<file path="config.mk">
export PLATFORM = sky130hd
export DESIGN_NAME = sra_ram
export DESIGN_NICKNAME = d
export VERILOG_FILES = /design/src/sra_ram.sv
export SDC_FILE = /design/constraint.sdc
export NUM_CORES = 1
export LEC_CHECK = 0
export ABC_AREA = 1
export BUFFER_PORTS_ARGS = -buffer_cell sky130_fd_sc_hd__buf_2
export CORE_AREA = 2 2 102 104
export DETAILED_ROUTE_END_ITERATION = 6
export DIE_AREA = 0 0 104 106
export PLACE_DENSITY = 0.73
export SLEW_MARGIN = 20
export SYNTH_ARGS = -nofsm -noshare
export SYNTH_HDL_FRONTEND = slang
export SYNTH_SLANG_ARGS = --single-unit
</file>
<file path="constraint.sdc">
create_clock -name clock -period 2.28 [get_ports clock]
set_input_delay 0.114 -clock clock [delete_from_list [all_inputs] [get_ports clock]]
set_output_delay 0.114 -clock clock [all_outputs]
set_load 0.01 [all_outputs]
</file>
<file path="src/sra_ram.sv">
// generic single write port ram with registered read
`timescale 1ns / 1ps
module sra_ram #(
   parameter int WIDTH = 8,
   parameter int DEPTH = 16
) (
   input  logic                     clock,
   input  logic                     we,
   input  logic [$clog2(DEPTH)-1:0] waddr,
   input  logic [WIDTH-1:0]         wdata,
   input  logic [$clog2(DEPTH)-1:0] raddr,
   output logic [WIDTH-1:0]         rdata
);

   logic [WIDTH-1:0] mem [DEPTH];
   logic [WIDTH-1:0] rdata_ff;

   always_ff @(posedge clock) begin
      if (we) begin
         mem[waddr] <= wdata;
      end
      rdata_ff <= mem[raddr];
   end

   assign rdata = rdata_ff;

endmodule

</file>
==> results.md <==
* Status: finished, final reports clean
* Final antenna diode count at 0
* Total Die Area at 11000 µm²
* Final Hold Fails at 0
* CP arrival at 1.00 ns
* Critical Path RT at 2.17 ns
* Class of the worst hold path: primary input to register
* Leakage at 2.84 nW
* DR iter-0 viols at approximately 380
* Worst setup EP type: output port
* Worst path top cell family by delay: flip-flops
* Maximum VDD drop at ~610 µV
* DRC violations left at 0
* Final setup viols at 0
* Crit Path Max Fanout at 1
* Worst Tran Pin Value at 0.826 ns
* CTS tree: yes
* Ratio of cells with drive above 1 in the final layout at 10.6%
* Most frequent cells in the layout: nand2_1, edfxtp_1, inv_1, nand3_1, buf_2
* Antenna violations before repair at 0
* Slew margin rel. at between 40% and 50%
* Yosys reg bits at between 100 and 150
* Nets@finish at 597
* Peak Freq at around 900 MHz
* Io pins at 26
* Maximum number of pins on one net before global-route repair at 65
* FP Rows at 37
* Worst clock skew at 0.00527 ns
* Antenna Nets Post-Route at 0
* Place WS at 0.775 ns
* CP peak stage delay at 0.33 ns
* CTS sink cnt at 136
* Most common cell after layout, fill and taps aside: nand2_1
* Setup crit start kind: register
* Core area at 10000 µm²
* Power density over the cells at 892 nW/µm²
* Post-DP HPWL at between 7 and 8 mm
* Seq/Total Area, Yosys at 69.4%
* Die Ht at 106 µm
* Max-cap viol count at 0
* CTS H-tree lvls at 4
* Register Area at 4000 µm²
* Setup TNS at 0 ns
* DR vias/cell at ~5.1
* Clk_lat worst skew at between 0.5 and 0.6 ns
* Crit-path slowest cell: dfxtp_1
* Multi-input logic area at 1210 µm²
* Via count at 3744
* Final std cells w/o fill at 728
* Initial cell density of the core at 57.7%
* Area growth, synth to finish at 14.0%
* Setup WS post-layout at 1.17 ns
* Post-Route WL at between 10 and 15 mm
* Clk root buf: clkbuf_8
* Placed cell count at a little under 700
* Drt wl/cell at 16.8 µm
* Final Slew Violations at 0
* Placer congestion estimate at 0.857
* Post-synth cell types at 12
* Post-Syn Area at 5770 µm²
* CP cell instances: buf_2
* Min cycle time layout at 1.11 ns
* Postcts setup bufs at 0
* Synthesized net count at 569
* Synth warn at 0
* Tot GR Track Use at 23.8%
* Max clock buf depth at 2
* Final period utilization at between 40 and 50%
* # fillers at 759
* Avg Inst Size Synth at roughly 10 µm²
* CTS Buf Count at 17
* Vias in the first global route at ~3700
* Crit path buffers/inverters at 1
* First-pass GRT wire length at 19.1 mm
* Critical path type: register to output port
* Unrepaired setup endpoints after global routing: false
* Reg clk slew, reported paths at 0.06 ns
* Post-Syn Instances at 551
* Die width at 104 µm
* Grt total ovfl at 0
* Port bufs at 25
* DRT Pass-1 Iters at 5
==> metrics by stage <==
step / area [µm²] / util [%] / total power, mW / hold WS (ns)
finish: 6570 / 65.7 / 5.86 / 0.0167
global route: 6570 / 65.7 / 6.03 / 0.00247
CTS: 6570 / 65.7 / 5.88 / 0.00787
detailed placement: 5950 / 59.5 / 3.19 / 0.484
global placement: 5950 / 59.5 / 3.18 / 0.486
floorplan: 5770 / - / 3.07 / 0.213
==> layout make-up <==
cell class / count / area share, %
multi-input combinational: 289 / 18.5
clock buffer: 20 / 6.78
sequential: 136 / 60.9
inverter: 102 / 5.83
clock inverter: 12 / 2.28
timing repair buffer: 33 / 3.12
tap: 136 / 2.59
==> logic make-up after synthesis <==
group / count (synthesis) / share of synthesized area [%]
DFF: 136 / 69.4
buffers and inverters: 126 / 9.52
and+or+nand+nor: 289 / 21.0
==> state kept, by name, indices dropped and copies added, names as in the netlist <==
name and cells:
mem 128, rdata 8
==> power breakdown <==
group	internal (mW)	switching, mW	leakage (nW)	total [mW]
sequential	2.80	0.0141	1.22	2.81
clock	1.72	0.998	0.287	2.72
combinational	0.0955	0.241	1.33	0.336
==> final timing paths <==
check,start,end,slack (ns),cells after the start
setup / recovery,rdata[0]$_DFF_P_,rdata[0],1.17,1
hold / removal,wdata[1],mem[9][1]$_DFFE_PP_,0.02,1
setup reg to reg,mem[3][7]$_DFFE_PP_,rdata[7]$_DFF_P_,1.22,6
hold reg to reg,mem[14][4]$_DFFE_PP_,rdata[4]$_DFF_P_,0.66,6
==> synthesized netlist by cell type <==
library cell    n  area [µm²]
buf_6           6        67.6
nor2_1         17        63.8
nand3b_1        2        15.0
buf_2          13        65.1
edfxtp_1      128        3840
buf_4           4        30.0
nand3_1        97         485
dfxtp_1         8         160
inv_2           2        7.51
nand2_1       173         649
buf_1           1        3.75
inv_1         100         375
==> repair_timing <==
action | in CTS | in global routing
gates resized for setup | 0 | 0
endpoints found under the hold margin | 39 | 0
hold buffers | 3 | 0
==> worst reg2reg max path, cell delays in order, from the launching register on <==
cell	delay, ns
edfxtp_1	0.37
inv_1	0.06
nand2_1	0.05
nand3_1	0.12
nand3_1	0.12
nand3_1	0.17
nand2_1	0.07
==> metal layers <==
layer	track usage [%]	vias to the layer above	wire, µm
met5	0	-	0
met4	12.5	0	469
met3	6.56	33	815
met2	37.2	139	5910
met1	30.6	1744	5000
li1	-	1828	-
No activity file was read; power rests on OpenSTA's default activity.
